<file path="src/rtl/slt_pkg.sv">
`default_nettype none

package slt_pkg;

  localparam int CAPACITY   = 64;
  localparam int VALUE_BITS = 32;
  localparam int IDX_BITS   = $clog2(CAPACITY);
  localparam int COUNT_BITS = $clog2(CAPACITY + 1);

  localparam int CMD_BITS    = 2;
  localparam int STATUS_BITS = 3;

  localparam int S_DATA_BITS = ((VALUE_BITS + IDX_BITS + 7) / 8) * 8;
  localparam int M_DATA_BITS = ((STATUS_BITS + IDX_BITS + COUNT_BITS + 7) / 8) * 8;

  typedef enum logic [CMD_BITS-1:0] {
    CMD_INSERT = 2'd0,
    CMD_DELETE = 2'd1,
    CMD_FIND   = 2'd2,
    CMD_CLEAR  = 2'd3
  } command_t;

  typedef enum logic [STATUS_BITS-1:0] {
    ST_OK      = 3'd0,
    ST_FULL    = 3'd1,
    ST_EMPTY   = 3'd2,
    ST_MISSING = 3'd3,
    ST_RANGE   = 3'd4
  } status_t;

  // broadcast to every cell
  typedef struct packed {
    logic                  do_insert;
    logic                  do_delete;
    logic                  do_clear;
    logic [VALUE_BITS-1:0] value;
    logic [IDX_BITS-1:0]   position;
  } cell_ctrl_t;

  // what a cell shows its neighbors
  typedef struct packed {
    logic [VALUE_BITS-1:0] value;
    logic                  valid;
    logic                  cond;
    logic                  eq;
  } cell_link_t;

  // first-hit markers reported to the top level
  typedef struct packed {
    logic first_cond;
    logic first_eq;
  } cell_hit_t;

endpackage

`default_nettype wire

</file>
<file path="src/rtl/slt_encoder.sv">
`default_nettype none

module slt_encoder (
  input  wire logic [slt_pkg::CAPACITY-1:0] hot,
  output logic                              any,
  output logic [slt_pkg::IDX_BITS-1:0]      index
);

  always_comb begin
    any   = |hot;
    index = '0;
    for (int i = 0; i < slt_pkg::CAPACITY; i++) begin
      if (hot[i]) begin
        index = index | slt_pkg::IDX_BITS'(i);
      end
    end
  end

endmodule

`default_nettype wire

</file>
<file path="config.mk">
export PLATFORM = sky130hd
export DESIGN_NAME = slt_encoder
export DESIGN_NICKNAME = d
export VERILOG_FILES = /design/src/rtl/slt_pkg.sv /design/src/rtl/slt_encoder.sv
export SDC_FILE = /design/constraint.sdc
export NUM_CORES = 1
export LEC_CHECK = 0
export BUFFER_PORTS_ARGS = -buffer_cell sky130_fd_sc_hd__buf_2
export CORE_AREA = 2 2 39 41
export DETAILED_ROUTE_END_ITERATION = 16
export DIE_AREA = 0 0 41 43
export GPL_TIMING_DRIVEN = 0
export PLACE_DENSITY = 0.95
export SLEW_MARGIN = 5
export SYNTH_ARGS = -nofsm -noshare
export SYNTH_HDL_FRONTEND = slang
export SYNTH_SLANG_ARGS = --single-unit
</file>
<file path="constraint.sdc">
create_clock -name vclk -period 2.2
set_input_delay 0.33 -clock vclk [all_inputs]
set_output_delay 0.33 -clock vclk [all_outputs]
set_load 0.05 [all_outputs]
</file>
* Word-level counts from Yosys, hierarchy flattened
Index checks and enable logic that the tools add are counted. W data, S select, Z words.
Storage, ports and cells: flip-flop bits (word level) 0, input bits 64, output and inout bits 7, logic and storage cells 64
Operators by class: muxes and demuxes 63, reduce and logical (&&, ||, !) cells 1
Operators with widths (number):
- $mux W6 | 32
- $mux W5 | 16
- $reduce_or A64 Y1 | 1
- $mux W4 | 8
- $mux W3 | 4
- $mux W2 | 2
- $mux W1 | 1

* Logic depth before layout (Yosys ltp)
Gate-level depths: netlist of run 1.
word-level depth 63, depth in mapped cells 4

* Worst setup path after synthesis of run 1
Ideal clock, no wire load.
path kind input port to output port, start input hot[36] (netlist bit), end output any, arrival time 1.390 ns, path slack 0.480 ns, cell stages on the path 4, path through nor4_1 -> nand4_1 -> nor3_1 -> nand3_1
Between the ends: cells in the longest elaborated chain, start to end 1
RTL lines:
- start: declaration | RTL line slt_encoder.sv:4 | input wire logic [slt_pkg::CAPACITY-1:0] hot,
- $reduce_or A64 Y1 | RTL line slt_encoder.sv:10 | any = |hot;
- end: declaration | RTL line slt_encoder.sv:5 | output logic any,
No other way between the ends.

* Final worst setup path of run 1
Ends and elaborated chain as after synthesis.

==> results of run 1 <==
==> per-layer routing <==
layer | share of wire | vias to the layer above | routed length (um)
met3 | 0.11 | 4 | 194
met1 | 0.37 | 339 | 684
met2 | 0.51 | 45 | 932
met4 | 0.015 | 0 | 27
met5 | 0 | - | 0
li1 | - | 396 | -
==> placed cells by master (no fill, tap or decap) <==
cell and instances:
nand2_1 5, nor3_1 1, and3_1 1, nor2_1 10, nand4_1 6, buf_2 71, nor4_1 22, nor4_2 5
nand3_1 5, or3_1 2, and4_1 1
==> stage by stage <==
stage	cell area [um2]	instances	setup slack (ns)	util	hold slack, ns
after floorplan	351.6	58	0.4805	-	1.045
after global placement	726.9	145	0.3564	0.5253	1.096
after detailed placement	726.9	145	0.3413	0.5253	1.106
after CTS	726.9	145	0.3351	0.5253	1.107
after global routing	726.9	145	0.1737	0.5253	1.116
final	726.9	145	0.3061	0.5253	1.102
==> cells by family (layout without fill, tap and decap cells) <==
family                 after synthesis  in the layout
buffers and inverters                0             71
AND/OR/NAND/NOR                     58             58
==> worst max-delay path: cells and delay by family <==
| kind | cells | cell delay [ns] |
|---|---|---|
| and+or+nand+nor | 4 | 0.93 |
| buffers and inverters | 2 | 0.31 |
==> synth_stat cells (all sizes together) <==
library cell  count
nand2             5
nor4             27
nor3              1
or3               2
nor2             10
and3              1
and4              1
nand3             5
nand4             6
==> report_power, final <==
| group | switching, mW | leakage (nW) | total (mW) | internal, mW |
|---|---|---|---|---|
| Combinational | 0.0411 | 0.308 | 0.0900 | 0.0488 |
| Sequential | 0 | 0 | 0 | 0 |
| Clock | 0 | 0 | 0 | 0 |
==> cell type report <==
type | instances | area share
Tap cell | 16 | 0.02754
Timing Repair Buffer | 71 | 0.4888
Multi-Input combinational cell | 58 | 0.4836
==> worst paths after layout <==
kind,startpoint,endpoint,slack (ns),cells after the start
worst min-delay path,hot[24],index[3],1.10,4
worst max-delay path,hot[36],any,0.31,6
==> impl_metrics.json, run 1 <==
{
  "status": "finished clean",
  "drc": 0,
  "setup-violations-final": 0,
  "clock_buffers": 0,
  "grt_max_degree": 4,
  "yosys.cell_types.count": 10,
  "powerDensity_nw_per_um2": 123.8,
  "gp_congestion": 0.8834,
  "ir_worst_vdd_mv": 0.04676,
  "synthSimpleGateAreaFrac": 1.000,
  "grt_pass1_wl_um": 2808,
  "grt_busiest_layer": "met2",
  "ys_warn_count": 0,
  "die_w_um": 41,
  "nets": 195,
  "track_usage": 0.2158,
  "areaGrowthSynthToFinish_pct": 106.8,
  "io_buffers": 71,
  "core_area_um2": 1384,
  "vias": 784,
  "critical_path.max_fanout": 2,
  "power_leakage_nw": 0.3077,
  "synth_cells": 58,
  "finalPower_uw": 89.96,
  "synthMuxAreaShare": 0,
  "cts.hold.buffers_added": 0,
  "startpoint_type": "input port",
  "syn_nets": 122,
  "synth.avg_cell_area_um2": 6.062,
  "multi_input_area_um2": 351.6,
  "met3_usage": 0,
  "holdCritPathClass": "input port to output pin",
  "grt_pass1_vias": 732,
  "cp_slowest_cell": "nor4_1",
  "path_class": "input port to output pin",
  "cp_common_cell": "buf_2",
  "die_height_um": 43,
  "post_cts_buffers": 0,
  "grtUsageMet2": 0.3781,
  "nFillCells": 155,
  "die_area_um2": 1763,
  "post-route-period-util": 0.8609,
  "worst_pin_slew_ns": 0.4215,
  "critPathCaptureType": "output pin",
  "synthDominantCellAreaShare": 0.3915,
  "post_drt_wl_per_cell_um": 12.68,
  "synth_area_leaders": "nor4_1 39%, nor4_2 18%, nand4_1 11%",
  "max_cap_violations": 0,
  "io-pin-count": 71,
  "drtAntennaViolNets": 0,
  "finalCriticalPeriod_ns": 1.894,
  "hold_viol_final": 0,
  "seq_cells": 0,
  "synth_top_area_cell": "nor4_1",
  "synth_top_family_by_area": "simple AND/OR/NAND/NOR gates",
  "synth_compound_area_frac": 0,
  "max_freq_ghz": 0.5280,
  "slew_headroom": 0.7164,
  "row_count": 14,
  "antenna_found_initial": 0,
  "worstPathRequired_ns": 1.87,
  "first_pass_iters": 4,
  "post_cts_resize_count": 0,
  "worst_ep_arrival_time_ns": 1.56,
  "drt_iter0_markers": 13,
  "netlist_area_um2": 351.6,
  "yosysSeqAreaShare": 0,
  "grt-ovfl-total": 0,
  "start_util": 0.2541,
  "n_antenna_cell": 0,
  "drv_slew": 0,
  "drt_wl_total_um": 1839,
  "dp_hpwl_um": 1728,
  "drive_above_1_share": 0.5891,
  "slowest_delay_ns": 0.42,
  "tns_ns": 0,
  "cp_cell_sequence": "buf_2 -> nor4_1 -> nand4_1 -> nor3_1 -> nand3_1 -> buf_2",
  "rsz0062_at_grt": "no",
  "synthAdderAreaFrac": 0,
  "seq_area_um2": 0,
  "synth_xor_area_frac": 0,
  "use_met1": 0.2880,
  "via_per_inst": 5.407
}
Note: power is estimated with default switching activity, not from simulation.
==> run 2: changes to the inputs <==
Settings changed: ABC_AREA from default to 1, CORE_AREA 2 2 39 41 to default, CORE_UTILIZATION from default to 33, DIE_AREA 0 0 41 43 to default.
==> run 2 against run 1 <==
  * Core utilization rose by 12 points
  * Synthesized cell count increased by 93%
  * Die area fell by 10%
  * Synthesized area is 34% higher
  * Non-clock buffer count is the same
==> impl_metrics.json, run 2 <==
{
  "cellInternalPower_uw": 54.29,
  "critPathCaptureType": "output pin",
  "synth_top_area_cell": "nor2_1",
  "clock_buffers": 0,
  "worst_pin_slew_ns": 0.2564,
  "slowest_delay_ns": 0.21,
  "via_per_inst": 4.848,
  "io-pin-count": 71,
  "synth_common_cells": "64 x nor2_1, 25 x nand2_1, 10 x nand4_1",
  "path_class": "input port to output pin",
  "worstPathRequired_ns": 1.87,
  "cts.hold.buffers_added": 0,
  "critical_path.max_fanout": 2,
  "grt_max_degree": 4,
  "post_cts_buffers": 0,
  "post_drt_wl_per_cell_um": 9.394,
  "drt_wl_total_um": 1860,
  "ys_warn_count": 0,
  "core_area_um2": 1318,
  "finalCriticalPeriod_ns": 1.590,
  "die_area_um2": 1580,
  "post_cts_resize_count": 0,
  "synthDominantCellAreaShare": 0.5106,
  "hold_viol_final": 0,
  "cp_cell_sequence": "buf_2 -> nor2_1 -> nand2_1 -> nor2_1 -> nand2_1 -> nor2_1 -> nand2_1 -> buf_2",
  "synth_area_leaders": "nor2_1 51%, nand2_1 20%, nand4_1 13%",
  "min_path_cells": 6,
  "drv_slew": 0,
  "netlist_area_um2": 470.5,
  "startpoint_type": "input port",
  "synth.avg_cell_area_um2": 4.200,
  "yosysSeqAreaShare": 0,
  "synth_cells": 112,
  "nets": 249,
  "seq_cells": 0,
  "p_sw_uw": 49.34,
  "synthMostInstantiatedCell": "nor2_1",
  "track_usage": 0.2512,
  "finalPower_uw": 103.6,
  "drt_iter0_markers": 16,
  "holdCritPathClass": "input port to output pin",
  "power_leakage_nw": 0.3934,
  "post-route-period-util": 0.7226,
  "grt_pass1_wl_um": 2829,
  "ir_worst_vdd_mv": 0.06778,
  "row_count": 13,
  "status": "finished clean",
  "seq_area_um2": 0,
  "setup-violations-final": 0,
  "first_pass_iters": 4,
  "n_antenna_cell": 0,
  "slew_headroom": 0.8303,
  "worst_ep_arrival_time_ns": 1.26,
  "grt-ovfl-total": 0,
  "gp_congestion": 0.9758,
  "antenna_found_initial": 0,
  "io_buffers": 71,
  "areaGrowthSynthToFinish_pct": 79.52,
  "grt_pass1_vias": 809,
  "max_freq_ghz": 0.6291,
  "post-place-ws_ns": 0.6240,
  "syn_nets": 176,
  "drtAntennaViolNets": 0,
  "vias": 960,
  "cp_slowest_cell": "buf_2",
  "start_util": 0.3571,
  "power_frac_clock": 0,
  "final_common_cell": "buf_2",
  "power.share.switching": 0.4761,
  "die_height_um": 39.76,
  "max_cap_violations": 0,
  "yosys.cell_types.count": 8,
  "drive_above_1_share": 0.4372,
  "dp_hpwl_um": 1748,
  "tns_ns": 0,
  "rsz0062_at_grt": "no",
  "powerDensity_nw_per_um2": 122.7,
  "seqPwrFrac": 0,
  "comb_power_share": 1.000,
  "mostFrequentLayoutCells": "71 x buf_2, 64 x nor2_1, 25 x nand2_1",
  "setup_slack_ns": 0.6103,
  "die_w_um": 39.76,
  "drc": 0
}
==> run 2: final timing paths <==
kind	from	endpoint	slack, ns
max	hot[18]	index[4]	0.61
min	hot[37]	index[0]	1.18
==> run 2: area by class of cell <==
cell class	instances	area [um2]
fill	137	473.0
inverter	2	7.507
multi-input combinational	110	462.9
tap	15	18.77
timing repair buffer	71	355.3
==> run 2: critical path, delay by kind of cell <==
family	cells	cell delay, ns
simple gates	6	0.63
buf+inv	2	0.31
==> run 2: stage by stage <==
stage	area [um2]	hold WS (ns)	instances	util
2_1_floorplan	470.5	1.100	112	-
6_report	844.6	1.175	198	0.6410
5_1_grt	844.6	1.204	198	0.6410
4_1_cts	844.6	1.176	198	0.6410
3_3_place_gp	844.6	1.171	198	0.6410
3_5_place_dp	844.6	1.174	198	0.6410
==> run 2: layer usage <==
layer / global-route usage / vias up / wire length, um
li1: - / 502 / -
met5: 0 / - / 0
met4: 0.03448 / 0 / 13
met1: 0.2697 / 403 / 710
met2: 0.5328 / 53 / 956
met3: 0 / 2 / 179
==> run 2: power groups by stage <==
stage,logic [mW],clock network [mW],registers (mW)
2_1_floorplan,0.0326,0,0
3_3_place_gp,0.100,0,0
3_5_place_dp,0.103,0,0
4_1_cts,0.104,0,0
5_1_grt,0.117,0,0
6_report,0.104,0,0
==> run 2: kinds of logic (layout without fill, tap and decap cells) <==
| kind of cell | count (synthesis) | in the layout | share of synthesized area |
|---|---|---|---|
| AND/OR/NAND/NOR | 110 | 110 | 0.9840 |
| buffers and inverters | 2 | 73 | 0.01596 |
==> run 3: changes to the inputs <==
Settings changed: ABC_AREA 1 to 0, CORE_UTILIZATION 33 to 26.
Clock period 2.2 ns to 1.6 ns, I/O delays scaled along.
==> run 3 against run 2 <==
  * First-iteration DRC count rose by 25%
  * Combinational power rose by 69%
  * Total power rose by 70%
  * Largest power group unchanged
==> impl_metrics.json, run 3 (synthesis results as in run 1) <==
{
  "status": "finished clean",
  "clock_buffers": 0,
  "core_area_um2": 1186,
  "worst_pin_slew_ns": 0.3114,
  "io-pin-count": 71,
  "max_freq_ghz": 0.6354,
  "n_antenna_cell": 0,
  "crit_start": "hot[48]",
  "io_buffers": 71,
  "powerDensity_nw_per_um2": 186.9,
  "grt_pass1_vias": 684,
  "max_cap_violations": 0,
  "final_cells": 143,
  "hold_viol_final": 0,
  "worst_ep_arrival_time_ns": 1.33,
  "seq_area_um2": 0,
  "antenna_found_initial": 0,
  "drt_wl_total_um": 2060,
  "drive_above_1_share": 0.6977,
  "path_class": "input port to output pin",
  "die_area_um2": 1504,
  "critical_path.max_fanout": 2,
  "place_inst": 143,
  "track_usage": 0.2521,
  "setup-violations-final": 0,
  "power_leakage_nw": 0.3460,
  "post-route-period-util": 0.9837,
  "gp_congestion": 0.8715,
  "grt_pass1_wl_um": 2732,
  "nFillCells": 80,
  "row_count": 12,
  "start_util": 0.2964,
  "ir_worst_vdd_mv": 0.1001,
  "vias": 820,
  "die_height_um": 38.78,
  "fin_util": 0.7954,
  "holdCritPathClass": "input port to output pin",
  "nets": 195,
  "slew_headroom": 0.7905,
  "final_common_cell": "buf_2",
  "via_per_inst": 5.734,
  "areaGrowthSynthToFinish_pct": 168.3,
  "seq_cells": 0,
  "die_w_um": 38.78,
  "finalCriticalPeriod_ns": 1.574,
  "drv_slew": 0,
  "rsz0062_at_grt": "yes",
  "startpoint_type": "input port",
  "critPathCaptureType": "output pin",
  "worstSetupEndpoint": "index[4]",
  "multi_input_area_um2": 543.0,
  "post_drt_wl_per_cell_um": 14.41,
  "grt-ovfl-total": 0,
  "grt_max_degree": 4,
  "holdWs_ns": 0.9067,
  "drc": 0,
  "post_cts_buffers": 0,
  "worstPathRequired_ns": 1.36,
  "mostFrequentLayoutCells": "66 x buf_2, 12 x nor4_4, 10 x nor2_1",
  "first_pass_iters": 4,
  "drtAntennaViolNets": 0,
  "drt_iter0_markers": 20
}
[run 3: stage by stage]
step	setup TNS [ns]	setup WS (ns)	power, mW	area (um2)
6_report	0	0.02614	0.1763	943.4
5_1_grt	-0.06073	-0.02688	0.1881	943.4
4_1_cts	0	0.009926	0.1374	784.5
3_5_place_dp	-0.1001	-0.04973	0.1231	724.4
3_3_place_gp	-0.1109	-0.05759	0.1204	724.4
2_1_floorplan	0	0.06047	0.01959	351.6
[run 3: worst min path at each step]
stage / from / slack (ns) / cells after the start / end
2_1_floorplan: hot[51] / 0.86 / 2 / index[5]
3_3_place_gp: hot[48] / 0.92 / 4 / index[5]
3_5_place_dp: hot[48] / 0.92 / 4 / index[5]
4_1_cts: hot[24] / 0.92 / 4 / index[3]
5_1_grt: hot[17] / 0.94 / 4 / index[0]
6_report: hot[1] / 0.91 / 4 / index[0]
[run 3: what timing repair did]
item / CTS / global route
pin swaps: 0 / 7
gates resized for setup: 9 / 26
setup endpoints to repair: 3 / 5
hold buffers: 0 / 0
cloned: 0 / 0
[run 3: critical path, cell delays in order]
cell and delay (ns):
buf_2 0.11, nor4_4 0.31, nand3_1 0.13, or3_1 0.37, buf_6 0.16
[run 3: layout make-up]
class,instances,area share
multi-input combinational,58,0.5756
tap,14,0.01857
timing repair buffer,71,0.4058
[run 3: metal layers]
layer	vias up	share of wire	GRT usage
met5	-	0	0
met4	0	0	0.01724
met3	0	0.073	0
met2	49	0.55	0.5167
met1	374	0.38	0.2939
li1	397	-	-
[run 3: report_power, final]
part	leakage, nW	total (mW)	internal, mW	switching, mW
combinational	0.346	0.176	0.0823	0.0941
clock	0	0	0	0
sequential	0	0	0	0
total	0.346	0.176	0.0823	0.0941
