--- config.mk ---
export PLATFORM = sky130hd
export DESIGN_NAME = slt_cell
export DESIGN_NICKNAME = d
export VERILOG_FILES = /design/src/rtl/slt_pkg.sv /design/src/rtl/slt_cell.sv
export SDC_FILE = /design/constraint.sdc
export NUM_CORES = 1
export LEC_CHECK = 0
export BUFFER_PORTS_ARGS = -buffer_cell sky130_fd_sc_hd__buf_2
export CAP_MARGIN = 0
export CORE_ASPECT_RATIO = 1.75
export CORE_MARGIN = 3
export CORE_UTILIZATION = 41
export CTS_CLUSTER_SIZE = 14
export DETAILED_ROUTE_END_ITERATION = 10
export PLACE_DENSITY = 0.81
export SETUP_SLACK_MARGIN = 0.15
export SYNTH_ARGS = -nofsm -noshare
export SYNTH_HDL_FRONTEND = slang
export SYNTH_SLANG_ARGS = --single-unit
--- constraint.sdc ---
create_clock -name clk -period 3.02 [get_ports clk]
set_input_delay 0.604 -clock clk [delete_from_list [all_inputs] [get_ports clk]]
set_output_delay 0.604 -clock clk [all_outputs]
set_load 0.005 [all_outputs]
--- src/rtl/slt_pkg.sv ---
`default_nettype none

package slt_pkg;

  localparam int CAPACITY   = 64;
  localparam int VALUE_BITS = 32;
  localparam int IDX_BITS   = $clog2(CAPACITY);
  localparam int COUNT_BITS = $clog2(CAPACITY + 1);

  localparam int CMD_BITS    = 2;
  localparam int STATUS_BITS = 3;

  localparam int S_DATA_BITS = ((VALUE_BITS + IDX_BITS + 7) / 8) * 8;
  localparam int M_DATA_BITS = ((STATUS_BITS + IDX_BITS + COUNT_BITS + 7) / 8) * 8;

  typedef enum logic [CMD_BITS-1:0] {
    CMD_INSERT = 2'd0,
    CMD_DELETE = 2'd1,
    CMD_FIND   = 2'd2,
    CMD_CLEAR  = 2'd3
  } command_t;

  typedef enum logic [STATUS_BITS-1:0] {
    ST_OK      = 3'd0,
    ST_FULL    = 3'd1,
    ST_EMPTY   = 3'd2,
    ST_MISSING = 3'd3,
    ST_RANGE   = 3'd4
  } status_t;

  // broadcast to every cell
  typedef struct packed {
    logic                  do_insert;
    logic                  do_delete;
    logic                  do_clear;
    logic [VALUE_BITS-1:0] value;
    logic [IDX_BITS-1:0]   position;
  } cell_ctrl_t;

  // what a cell shows its neighbors
  typedef struct packed {
    logic [VALUE_BITS-1:0] value;
    logic                  valid;
    logic                  cond;
    logic                  eq;
  } cell_link_t;

  // first-hit markers reported to the top level
  typedef struct packed {
    logic first_cond;
    logic first_eq;
  } cell_hit_t;

endpackage

`default_nettype wire

--- src/rtl/slt_cell.sv ---
`default_nettype none

module slt_cell (
  input  wire logic                         clk,
  input  wire logic                         rst,
  input  wire slt_pkg::cell_ctrl_t          ctrl,
  input  wire logic [slt_pkg::IDX_BITS-1:0] cell_index,
  input  wire slt_pkg::cell_link_t          left,
  input  wire slt_pkg::cell_link_t          right,
  output slt_pkg::cell_link_t               link,
  output slt_pkg::cell_hit_t                hit
);

  logic [slt_pkg::VALUE_BITS-1:0] value;
  logic [slt_pkg::VALUE_BITS-1:0] value_next;
  logic                           valid;
  logic                           valid_next;
  logic                           cond;
  logic                           eq;

  // empty cells count as greater than anything, so cond marks a suffix
  always_comb begin
    cond = !valid || ($signed(value) >= $signed(ctrl.value));
    eq   = valid && (value == ctrl.value);
  end

  always_comb begin
    link.value     = value;
    link.valid     = valid;
    link.cond      = cond;
    link.eq        = eq;
    hit.first_cond = cond && !left.cond;
    hit.first_eq   = eq && !left.eq;
  end

  always_comb begin
    value_next = value;
    valid_next = valid;
    priority if (ctrl.do_clear) begin
      valid_next = 1'b0;
    end else if (ctrl.do_insert && cond) begin
      if (left.cond) begin
        value_next = left.value;
        valid_next = left.valid;
      end else begin
        value_next = ctrl.value;
        valid_next = 1'b1;
      end
    end else if (ctrl.do_delete && (cell_index >= ctrl.position)) begin
      value_next = right.value;
      valid_next = right.valid;
    end
  end

  always_ff @(posedge clk) begin
    if (rst) begin
      valid <= 1'b0;
    end else begin
      valid <= valid_next;
    end
  end

  always_ff @(posedge clk) begin
    value <= value_next;
  end

endmodule

`default_nettype wire

======== Yosys cells after proc, flatten, opt, wreduce, memory -nomap -nowiden ========
Index checks and enable logic that the tools add are counted.
operators by class
  eq/ne operators ......................... 1
  bitwise logic cells ..................... 1
  mux-type cells .......................... 6
  $lt $le $gt $ge ......................... 2
  reduce and logical (&&, ||, !) cells .... 12
operator list
  kind                 count
  $mux W32             3
  $eq A32 B32 Y1       1
  $ge A32 B32 Y1       1
  $ge A6 B6 Y1         1
  $logic_and A1 B1 Y1  5
  $logic_not A1 Y1     3
  $mux W1              3
  $reduce_and A2 Y1    1
  $reduce_bool A2 Y1   1
  $reduce_or A2 Y1     1
  $logic_or A1 B1 Y1   1
  $not A1 Y1           1
storage, ports and cells
  bits in registers ....................... 33
  input port bits ......................... 119
  output and inout bits ................... 37
  word-level logic and storage cells ...... 24

======== Depth between registers and ports, before layout ========
Gate-level depths: netlist (run 1).
  depth after elaboration ................. 5
  mapped depth ............................ 10
  gate-level depth less buffers ........... 9

======== Worst setup path before layout (run 1) ========
No wires, ideal clock.
  path type ............................... input to register
  start point ............................. input ctrl[37] (netlist name)
  end point ............................... register value[0] (netlist name) (enable)
  cell stages on the path ................. 9
  path slack .............................. 58 ps
  path buffers ............................ 0
  arrival ................................. 2585 ps
  data required time ...................... 2643 ps
  setup time .............................. 377 ps
  cell sequence ........................... inv_1 -> ha_1 -> and4_4 -> nand4_4 -> o41ai_4 -> nor2_2 -> o2111a_2 -> nor2_1 -> o21ba_2
on the way
  longest elaborated chain between the ends .. 5
RTL lines
  item                                 line            text
  start, declared                      slt_cell.sv:6   input wire slt_pkg::cell_ctrl_t ctrl,
  $ge A32 B32 Y1                       slt_cell.sv:23  cond = !valid || ($signed(value) >= $signed(ctrl.value));
  $logic_or A1 B1 Y1                   slt_cell.sv:23
  $logic_and A1 B1 Y1                  slt_cell.sv:41  end else if (ctrl.do_insert && cond) begin
  $reduce_bool A2 Y1 (no source line)  --
  $reduce_and A2 Y1 (no source line)   --
  end signal, assigned                 slt_cell.sv:64  value <= value_next;
  end, declared                        slt_cell.sv:14  logic [slt_pkg::VALUE_BITS-1:0] value;
No other way between the ends.
A chain may end at the register's enable or synchronous reset.

==> key figures, run 1 <==
Pwr
  • Maximum VDD drop: 0.2983 mV
  • Comb pwr share: 31.6%
  • Switch Pwr: 0.4480 mW
  • Sequential share of power: 37.5%
  • Internal: 1.098 mW
  • Sw Ratio: 28.98%
  • Clock power frac: 30.8%
  • Leakage: 2.049 nW
  • Pwr per Cell Area: 366.0 mW/mm²

Place
  • Pre-CTS setup slack: -0.1761 ns
  • Post-DP HPWL: 6.554 mm
  • Placed cell areas: 0.003761 mm²
  • Port Buffers: 153
  • GP Congestion: 0.8569

CTS
  • CTS hold repair buffers: 0
  • Clock transition at the registers of the reported paths: 0.05 ns
  • TritonCTS clock tree: done
  • Sinks on the clock net: 33
  • # H-tree levels: 2
  • Root buf cell: clkbuf_16
  • Cts bufs inserted: 5
  • Max Buffers Root-to-Sink: 2
  • Clk_lat worst skew: 0.27 ns

STA
  • Final Hold Fails: 0
  • Final setup fails: 0
  • RSZ-0062 raised after global routing: yes
  • Slew @ Worst Pin: 1.155 ns
  • Worst Skew: 0.003565 ns
  • Worst slew margin: 22.18%
  • Final worst slack: 0.06085 ns
  • Tcrit/Tclk final: 97.98%
  • Fmax: 337.9 MHz
  • Post-route minimum period: 2.959 ns
  • Slew Viols, Final: 0

Finish
  • Fill cells: 543
  • Post-route cell area: 0.004224 mm²
  • Storage element area: 980.9 µm²
  • Area Overhead vs Synth: 48.14%
  • Nets: 622
  • Fin util: 63.65%
  • Multi-input logic area: 0.001919 mm²
  • Ant diodes: 0
  • Share of cells above drive strength 1: 48.39%

Floorplanning
  • Rows: 39
  • Core Area: 0.006636 mm²
  • Die area: 0.008031 mm²
  • Ports: 156
  • Chip width: 69.04 µm
  • Starting Density: 42.97%
  • Die height: 116.3 µm

Drt
  • Total wire length: 9.368 mm
  • Routed length per instance: 17.13 µm
  • Vias per Instance: 5.346
  • Drt pass-1 iters: 5
  • Initial DRC Count: 132
  • Detail Route Antenna Nets: 0
  • DR vias: 2924
  • DRC: 0

Setup path
  • Crit-path max FO: 2
  • Worst reg2reg setup slack: 0.25 ns
  • CP Capture Type: primary output
  • Register-to-Register Path Depth: 11
  • WP data arrival: 2.36 ns
  • Req. time, crit path: 2.42 ns
  • Crit start category: primary input
  • Critical path class: primary input to primary output

Synth
  • Async SR Flop Fraction: 0%
  • Count leader, synth: inv_1
  • Top-area cell type share of the netlist area: 33.70%
  • Post-synth EDFFs: 32
  • Synth top area cells: edfxtp_1 (34%), ha_1 (17%), mux2i_1 (12%)
  • Synth Instances: 299
  • Top FF cell, synth: edfxtp_1
  • Cell area after synthesis: 0.002851 mm²
  • Warnings from Yosys: 0
  • Yosys cell types: 39
  • Largest area contributor in the netlist: edfxtp_1
  • Syn Area/Cell: 9.537 µm²
  • Sequential area share after synthesis: 34.40%
  • Mapped Nets: 456
  • Synth top cells by count: inv_1 (43), o21ai_0 (41), ha_1 (38), mux2i_1 (33), edfxtp_1 (32)
  • Number of synthesized register bits: 33

GRT
  • Initial antenna violation count: 0
  • Routing usage on met1: 22.38%
  • Number of global-route vias before repair: 3010
  • Met2 Use GR: 42.92%
  • Met3 GRT Util: 4.134%
  • Largest net degree at the start of global routing: 34
  • First-pass GRT wire length: 13.97 mm
  • GRT overflow: 0
  • Total track usage: 21.64%
  • Busiest grt layer: met2

Hold path
  • Hold depth: 4
  • Worst Hold Class: primary input to flop

Run
  • Max-capacitance violation count: 0

Outcome
  • Status: complete, no violations
==> critical path, cell delays in order <==
cell and delay [ns]:
buf_2 0.09, inv_1 0.04, ha_1 0.30, nand4_1 0.20, nor3_2 0.09, a221oi_2 0.36
o211ai_1 0.15, xnor2_1 0.17, or2_4 0.24, buf_6 0.11
==> power groups by stage <==
stage	clock (mW)	sequential [mW]	combinational (mW)
final	0.477	0.580	0.489
after global routing	0.504	0.584	0.545
after CTS	0.486	0.581	0.464
after detailed placement	0	0.583	0.416
after global placement	0	0.580	0.401
after floorplan	0	0.583	0.224
==> final timing paths <==
kind	to	startpoint
max	link[1]	ctrl[12]
min	valid	rst
max reg2reg	value[8]	value[31]
min reg2reg	valid	valid
==> cells in the final DEF, fill, tap and decap left out, types with 2 or more instances in the layout <==
| cell | count |
|---|---|
| buf_2 | 150 |
| inv_2 | 6 |
| nor2_2 | 3 |
| nand2_1 | 5 |
| nand4_1 | 3 |
| a21oi_1 | 12 |
| clkbuf_16 | 5 |
| mux2i_1 | 33 |
| a21o_1 | 3 |
| buf_4 | 16 |
| edfxtp_1 | 32 |
| a21oi_2 | 4 |
| nand3_1 | 6 |
| ha_1 | 24 |
| o21ai_0 | 33 |
| ha_4 | 14 |
| or2_4 | 3 |
| o21ba_4 | 4 |
| nor2_1 | 2 |
| inv_1 | 37 |
| o21ai_1 | 36 |
| and4_4 | 4 |
| buf_6 | 5 |
| nand2b_1 | 3 |
==> flip-flops by register name, summed over array words and instances (netlist names) <==
name,flops
value,32
valid,1
==> per-layer routing <==
metal  wire length [µm]  vias to the layer above
li1                   -                     1429
met5                  0                        -
met4                 95                        0
met1               3177                     1355
met3                606                        6
met2               5489                      134
==> metrics by stage <==
stage	hold WS (ns)	power, mW	TNS, ns	std cells
3_5_place_dp	0.6909	0.9986	-5.702	534
4_1_cts	0.5919	1.531	0	543
2_1_floorplan	0.6067	0.8064	0	299
3_3_place_gp	0.6626	0.9806	-3.033	534
6_report	0.6070	1.546	0	547
5_1_grt	0.6242	1.634	-0.09660	547
==> final cells by class <==
cell class | count | share of cell area [%]
Multi-Input combinational cell | 211 | 45.44
Clock inverter | 1 | 0.08886
Inverter | 43 | 3.821
Sequential cell | 33 | 23.22
Timing Repair Buffer | 171 | 21.95
Clock buffer | 6 | 3.051
Tap cell | 82 | 2.429
==> kinds of logic after synthesis <==
family	count (synthesis)	share of synthesized area, %
AOI/OAI and AO/OA	102	20.76
xor gates and xnor gates	1	0.3072
adders and majority gates	38	16.67
buffers and inverters	59	8.951
DFF	33	34.40
muxes	33	11.58
and+or+nand+nor	33	7.328
==> what timing repair did <==
item | 4_1_cts | 5_1_grt
pin swaps | 29 | 3
resized for setup | 42 | 11
endpoints found under the setup margin | 34 | 58
cloned | 0 | 4
setup buffers | 2 | 0
Note: power is estimated with default switching activity, not from simulation.
==> inputs of run 2 (changes only) <==
==> constraint.sdc (replaced) <==
create_clock -name clk -period 3.02 [get_ports clk]
set_input_delay 0.302 -clock clk [delete_from_list [all_inputs] [get_ports clk]]
set_output_delay 0.302 -clock clk [all_outputs]
set_load 0.005 [all_outputs]
==> run 2 against run 1 <==
  * Combinational power down 15%
  * Global-route usage decreased by 0.31 points
  * Critical path type is now flop to primary output
  * Utilization decreased by 4.7 points
  * Wire length decreased by 10%
  * Sequential share of layout area up 1.9 points
  * Clock power rose by 21%
  * Fmax rose by 8.8%
  * Total power is 1.2% higher
==> key figures, run 2 (synthesis results as in run 1) <==
Outcome
  • Status: complete, no violations

Pwr
  • Switch Pwr: 0.4245 mW
  • Maximum VDD drop: 0.4095 mV
  • Sequential share of power: 36.5%
  • Clock power frac: 36.9%
  • Internal: 1.140 mW
  • Comb pwr share: 26.5%
  • Sw Ratio: 27.14%
  • Pwr per Cell Area: 399.9 mW/mm²
  • Final Total Pwr: 1.564 mW
  • Leakage: 1.997 nW

CTS
  • TritonCTS clock tree: done
  • Clock transition at the registers of the reported paths: 0.05 ns
  • Clk_lat worst skew: 0.28 ns
  • # H-tree levels: 2
  • Max Buffers Root-to-Sink: 2
  • Cts bufs inserted: 5
  • Sinks on the clock net: 33
  • Root buf cell: clkbuf_16

Setup path
  • Crit-path max FO: 5
  • Critical path class: flop to primary output
  • CP Capture Type: primary output
  • WP data arrival: 2.42 ns
  • Crit start category: flop
  • Worst r2r dst: value[24]
  • Register-to-Register Path Depth: 9
  • Req. time, crit path: 2.72 ns
  • Worst reg2reg setup slack: 0.35 ns
  • FF-to-FF Start: value[14]

GRT
  • First-pass GRT wire length: 13.66 mm
  • Number of global-route vias before repair: 3002
  • GRT overflow: 0
  • Largest net degree at the start of global routing: 24
  • Initial antenna violation count: 0
  • Total track usage: 21.33%

Hold path
  • Worst hold endpoint: valid
  • Worst Hold Class: primary input to flop
  • Hold path start: rst
  • Hold depth: 4

Finish
  • Largest regs: value: 32 flops, valid: 1 flops
  • Nets: 610
  • Multi-input logic area: 0.001658 mm²
  • Storage element area: 980.9 µm²
  • Fill cells: 619
  • Ant diodes: 0
  • Fin util: 58.94%
  • Share of cells above drive strength 1: 41.41%
  • Most common cell after layout, fill and taps aside: buf_2
  • Max reg flops: 32
  • Commonest cells after routing, fill and taps aside: buf_2 (153), inv_1 (43), o21ai_0 (41), ha_1 (37), mux2i_1 (33)
  • Area Overhead vs Synth: 37.17%
  • Most flop-heavy register: value

Drt
  • Met1 WL: 2.935 mm
  • Metal2 WL: 4.746 mm
  • DR top layer: met4
  • Initial DRC Count: 164
  • DR vias: 2857
  • Vias per Instance: 5.330
  • DR WL met3: 559 µm
  • DRC: 0
  • Total wire length: 8.418 mm
  • Detail Route Antenna Nets: 0
  • Routed length per instance: 15.71 µm
  • Drt pass-1 iters: 4

Floorplanning
  • Die area: 0.008031 mm²
  • Chip width: 69.04 µm
  • Die height: 116.3 µm
  • Rows: 39
  • Core Area: 0.006636 mm²
  • Ports: 156
  • Starting Density: 42.97%

STA
  • Fmax: 367.6 MHz
  • Final Hold Fails: 0
  • Slew Viols, Final: 0
  • RSZ-0062 raised after global routing: no
  • Tcrit/Tclk final: 90.07%
  • Final setup fails: 0
  • Post-route minimum period: 2.720 ns
  • Final TNS setup: 0 ns
  • Slew @ Worst Pin: 0.4326 ns
  • Hold Slack: 0.2882 ns
  • Worst slew margin: 71.06%
  • Worst Skew: 0.008647 ns
  • Final worst slack: 0.2999 ns

Place
  • Post-DP HPWL: 6.713 mm
  • Pre-CTS setup slack: 0.1207 ns
  • GP Congestion: 0.8712
  • Port Buffers: 153

Run
  • Max-capacitance violation count: 0
run 2: cell count changes in the layout (fill, tap and decap cells not counted), moves of 4 or more:
cell and change:
ha_4 -14, ha_1 +13, buf_4 -8, o21ai_0 +8, o21ai_1 -7, inv_1 +6, inv_2 -6, buf_6 -5
o21ba_4 -4
run 2: metrics by stage:
stage	cell area (µm²)	cells
2_1_floorplan	2851	299
3_3_place_gp	3692	524
3_5_place_dp	3692	524
4_1_cts	3861	533
5_1_grt	3911	536
6_report	3911	536
run 2: repair_timing:
item	CTS	global route
hold buffers	0	0
buffers inserted	0	3
gates resized for setup	0	7
cloned	1	0
setup endpoints to repair	1	58
pin swaps	1	3
run 2: worst max path at each step:
stage | endpoint | slack, ns | start | cells after the start
2_1_floorplan | value[0] | 0.27 | value[31] | 8
3_3_place_gp | value[1] | 0.20 | ctrl[37] | 9
3_5_place_dp | value[1] | 0.12 | ctrl[37] | 9
4_1_cts | value[4] | 0.16 | value[31] | 7
5_1_grt | value[24] | 0.15 | value[14] | 9
6_report | link[1] | 0.30 | value[31] | 9
run 2: critical path, stage by stage, from the launching register on:
cell	delay (ns)
edfxtp_1	0.40
ha_2	0.42
and4_4	0.27
nand4_4	0.12
nor2_1	0.17
o31ai_2	0.10
o211ai_1	0.11
xnor2_1	0.10
or2_2	0.31
buf_2	0.13
run 2: cell type report:
type                       instances  area share [%]
clock buffer                       6           3.295
clock inverter                     2          0.8637
inverter                          43           4.127
multi-input combinational        208           42.39
sequential                        33           25.08
tap                               82           2.623
timing repair buffer             162           21.63
run 2: power by group through the flow:
stage | combinational, mW | clock [mW] | sequential [mW]
after floorplan | 0.222 | 0 | 0.583
after global placement | 0.387 | 0 | 0.579
after detailed placement | 0.405 | 0 | 0.581
after CTS | 0.410 | 0.587 | 0.572
after global routing | 0.470 | 0.606 | 0.575
final | 0.415 | 0.578 | 0.572
run 2: routing by layer:
metal,vias to the layer above,global-route usage [%]
met5,-,0
met4,0,8.214
met3,12,4.393
met2,125,41.84
met1,1324,21.89
li1,1396,-
==> inputs of run 3 (changes only) <==
--- a/config.mk
+++ b/config.mk
@@ -9,10 +9,10 @@
 export CAP_MARGIN = 0
 export CORE_ASPECT_RATIO = 1.75
 export CORE_MARGIN = 3
-export CORE_UTILIZATION = 41
+export CORE_UTILIZATION = 49
 export CTS_CLUSTER_SIZE = 14
 export DETAILED_ROUTE_END_ITERATION = 10
-export PLACE_DENSITY = 0.81
+export PLACE_DENSITY = 0.87
 export SETUP_SLACK_MARGIN = 0.15
 export SYNTH_ARGS = -nofsm -noshare
 export SYNTH_HDL_FRONTEND = slang
==> constraint.sdc (replaced) <==
create_clock -name clk -period 3.5 [get_ports clk]
set_input_delay 0.35 -clock clk [delete_from_list [all_inputs] [get_ports clk]]
set_output_delay 0.35 -clock clk [all_outputs]
set_load 0.005 [all_outputs]
==> run 3 against run 2 <==
  * Clock-buffer cell count stayed put
  * Global-route usage is 2.7 points higher
  * Sequential cell count stayed put
  * Wire length is 3.0% lower
  * Register-to-register slack better by 0.22 ns
  * Non-clock buffer count is 5 lower
  * Total power is 29% lower
  * Sequential power is 14% lower
  * Combinational power is 17% lower
  * Clock power is 52% lower
  * Utilization is 8.0 points higher
==> key figures, run 3 (synthesis results as in run 1) <==
STA
  • Final TNS setup: 0 ns
  • Tcrit/Tclk final: 83.62%
  • Post-route minimum period: 2.927 ns
  • Worst slew margin: 30.64%
  • Slew Viols, Final: 0
  • Final setup fails: 0
  • RSZ-0062 raised after global routing: no
  • Final Hold Fails: 0
  • Hold Slack: 0.3252 ns
  • Worst Skew: 0.01017 ns
  • Slew @ Worst Pin: 1.040 ns
  • Fmax: 341.7 MHz
  • Final worst slack: 0.5733 ns

Outcome
  • Status: complete, no violations

CTS
  • Max Buffers Root-to-Sink: 2
  • CTS hold repair buffers: 0
  • # H-tree levels: 2
  • Root buf cell: clkbuf_8
  • Sinks on the clock net: 33
  • Cts bufs inserted: 5
  • PostCTS Resize Cnt: 0
  • TritonCTS clock tree: done
  • Clock transition at the registers of the reported paths: 0.06 ns
  • Postcts setup bufs: 0
  • Clk_lat worst skew: 0.29 ns

Hold path
  • Hold path start: rst
  • Worst Hold Class: primary input to flop

Drt
  • Detail Route Antenna Nets: 0
  • Initial DRC Count: 167
  • Drt pass-1 iters: 6
  • DRC: 0
  • Total wire length: 8.163 mm
  • Routed length per instance: 15.58 µm
  • DR vias: 2817
  • Vias per Instance: 5.376

GRT
  • Total track usage: 24.01%
  • Number of global-route vias before repair: 2936
  • Largest net degree at the start of global routing: 35
  • Initial antenna violation count: 0
  • First-pass GRT wire length: 12.81 mm
  • Met3 GRT Util: 3.564%
  • Busiest grt layer: met2
  • GRT overflow: 0
  • Routing usage on met1: 22.75%
  • Met2 Use GR: 49.14%

Floorplanning
  • Die height: 106.9 µm
  • Rows: 36
  • Ports: 156
  • Starting Density: 51.05%
  • Chip width: 63.67 µm
  • Die area: 0.006807 mm²
  • Core Area: 0.005585 mm²

Setup path
  • CP Capture Type: flop
  • Worst r2r dst: value[0]
  • Worst reg2reg setup slack: 0.57 ns
  • Register-to-Register Path Depth: 7
  • CP Launch Point: value[31]
  • Req. time, crit path: 3.51 ns
  • Crit start category: flop
  • Worst setup endpoint: value[0]
  • FF-to-FF Start: value[31]
  • WP data arrival: 2.94 ns
  • Crit-path max FO: 33
  • Critical path class: flop to flop

Finish
  • Nets: 604
  • Area Overhead vs Synth: 31.15%
  • Final cell count without fillers: 524
  • Share of cells above drive strength 1: 39.51%
  • Commonest cells after routing, fill and taps aside: buf_2 (153), inv_1 (43), o21ai_0 (41), ha_1 (38), mux2i_1 (33)
  • Fill cells: 493
  • Storage element area: 980.9 µm²
  • Ant diodes: 0
  • Max reg flops: 32
  • Post-route cell area: 0.003740 mm²
  • Most common cell after layout, fill and taps aside: buf_2
  • Most flop-heavy register: value
  • Multi-input logic area: 0.001624 mm²
  • Largest regs: value: 32 flops, valid: 1 flops
  • Fin util: 66.96%

Place
  • # placed instances: 516
  • Pre-CTS setup slack: 0.4954 ns
  • Placed cell areas: 0.003657 mm²
  • GP Congestion: 0.8525
  • Post-DP HPWL: 6.638 mm
  • Port Buffers: 153

Pwr
  • Leakage: 1.934 nW
  • Pwr per Cell Area: 297.5 mW/mm²
  • Maximum VDD drop: 0.2157 mV
  • Final Total Pwr: 1.113 mW

Run
  • Max-capacitance violation count: 0
run 3: changes by cell type in the layout (fill, tap and decap cells not counted), moves of 2 or more:
cell / change
clkbuf_8: +5
clkbuf_16: -5
clkinv_2: +2
buf_4: -4
run 3: area by class of cell:
cell class	count	share of cell area [%]
Clock inverter	2	0.2676
Sequential cell	33	26.23
Multi-Input combinational cell	207	43.43
Timing Repair Buffer	157	21.28
Clock buffer	6	1.940
Inverter	43	4.316
Tap cell	76	2.543
run 3: power by group:
group	internal (mW)	switching, mW	total [mW]	leakage, nW
clock	0.138	0.138	0.276	0.0450
sequential	0.477	0.0175	0.494	0.314
combinational	0.164	0.179	0.343	1.58
total	0.778	0.335	1.11	1.93
run 3: how the worst min path moves through the flow:
| stage | to | slack, ns | cells past startpoint |
|---|---|---|---|
| finish | valid | 0.33 | 4 |
| global route | valid | 0.36 | 4 |
| CTS | valid | 0.32 | 4 |
| detailed placement | valid | 0.62 | 4 |
| global placement | valid | 0.62 | 4 |
| floorplan | valid | 0.52 | 3 |
run 3: critical path, cell delays in order, from the launching register on:
cell      delay (ns)
edfxtp_1        0.41
ha_1            0.42
and4_4          0.28
nand2_1         0.05
o21a_1          0.23
o31ai_4         0.61
or2_4           0.48
o21ai_0         0.16
run 3: metal layers:
metal	vias to the layer above	routed length [µm]	share of wire (%)
met1	1310	2755	34
met5	-	0	0
met4	0	136	1.7
met2	109	4843	59
met3	11	427	5.2
li1	1387	-	-
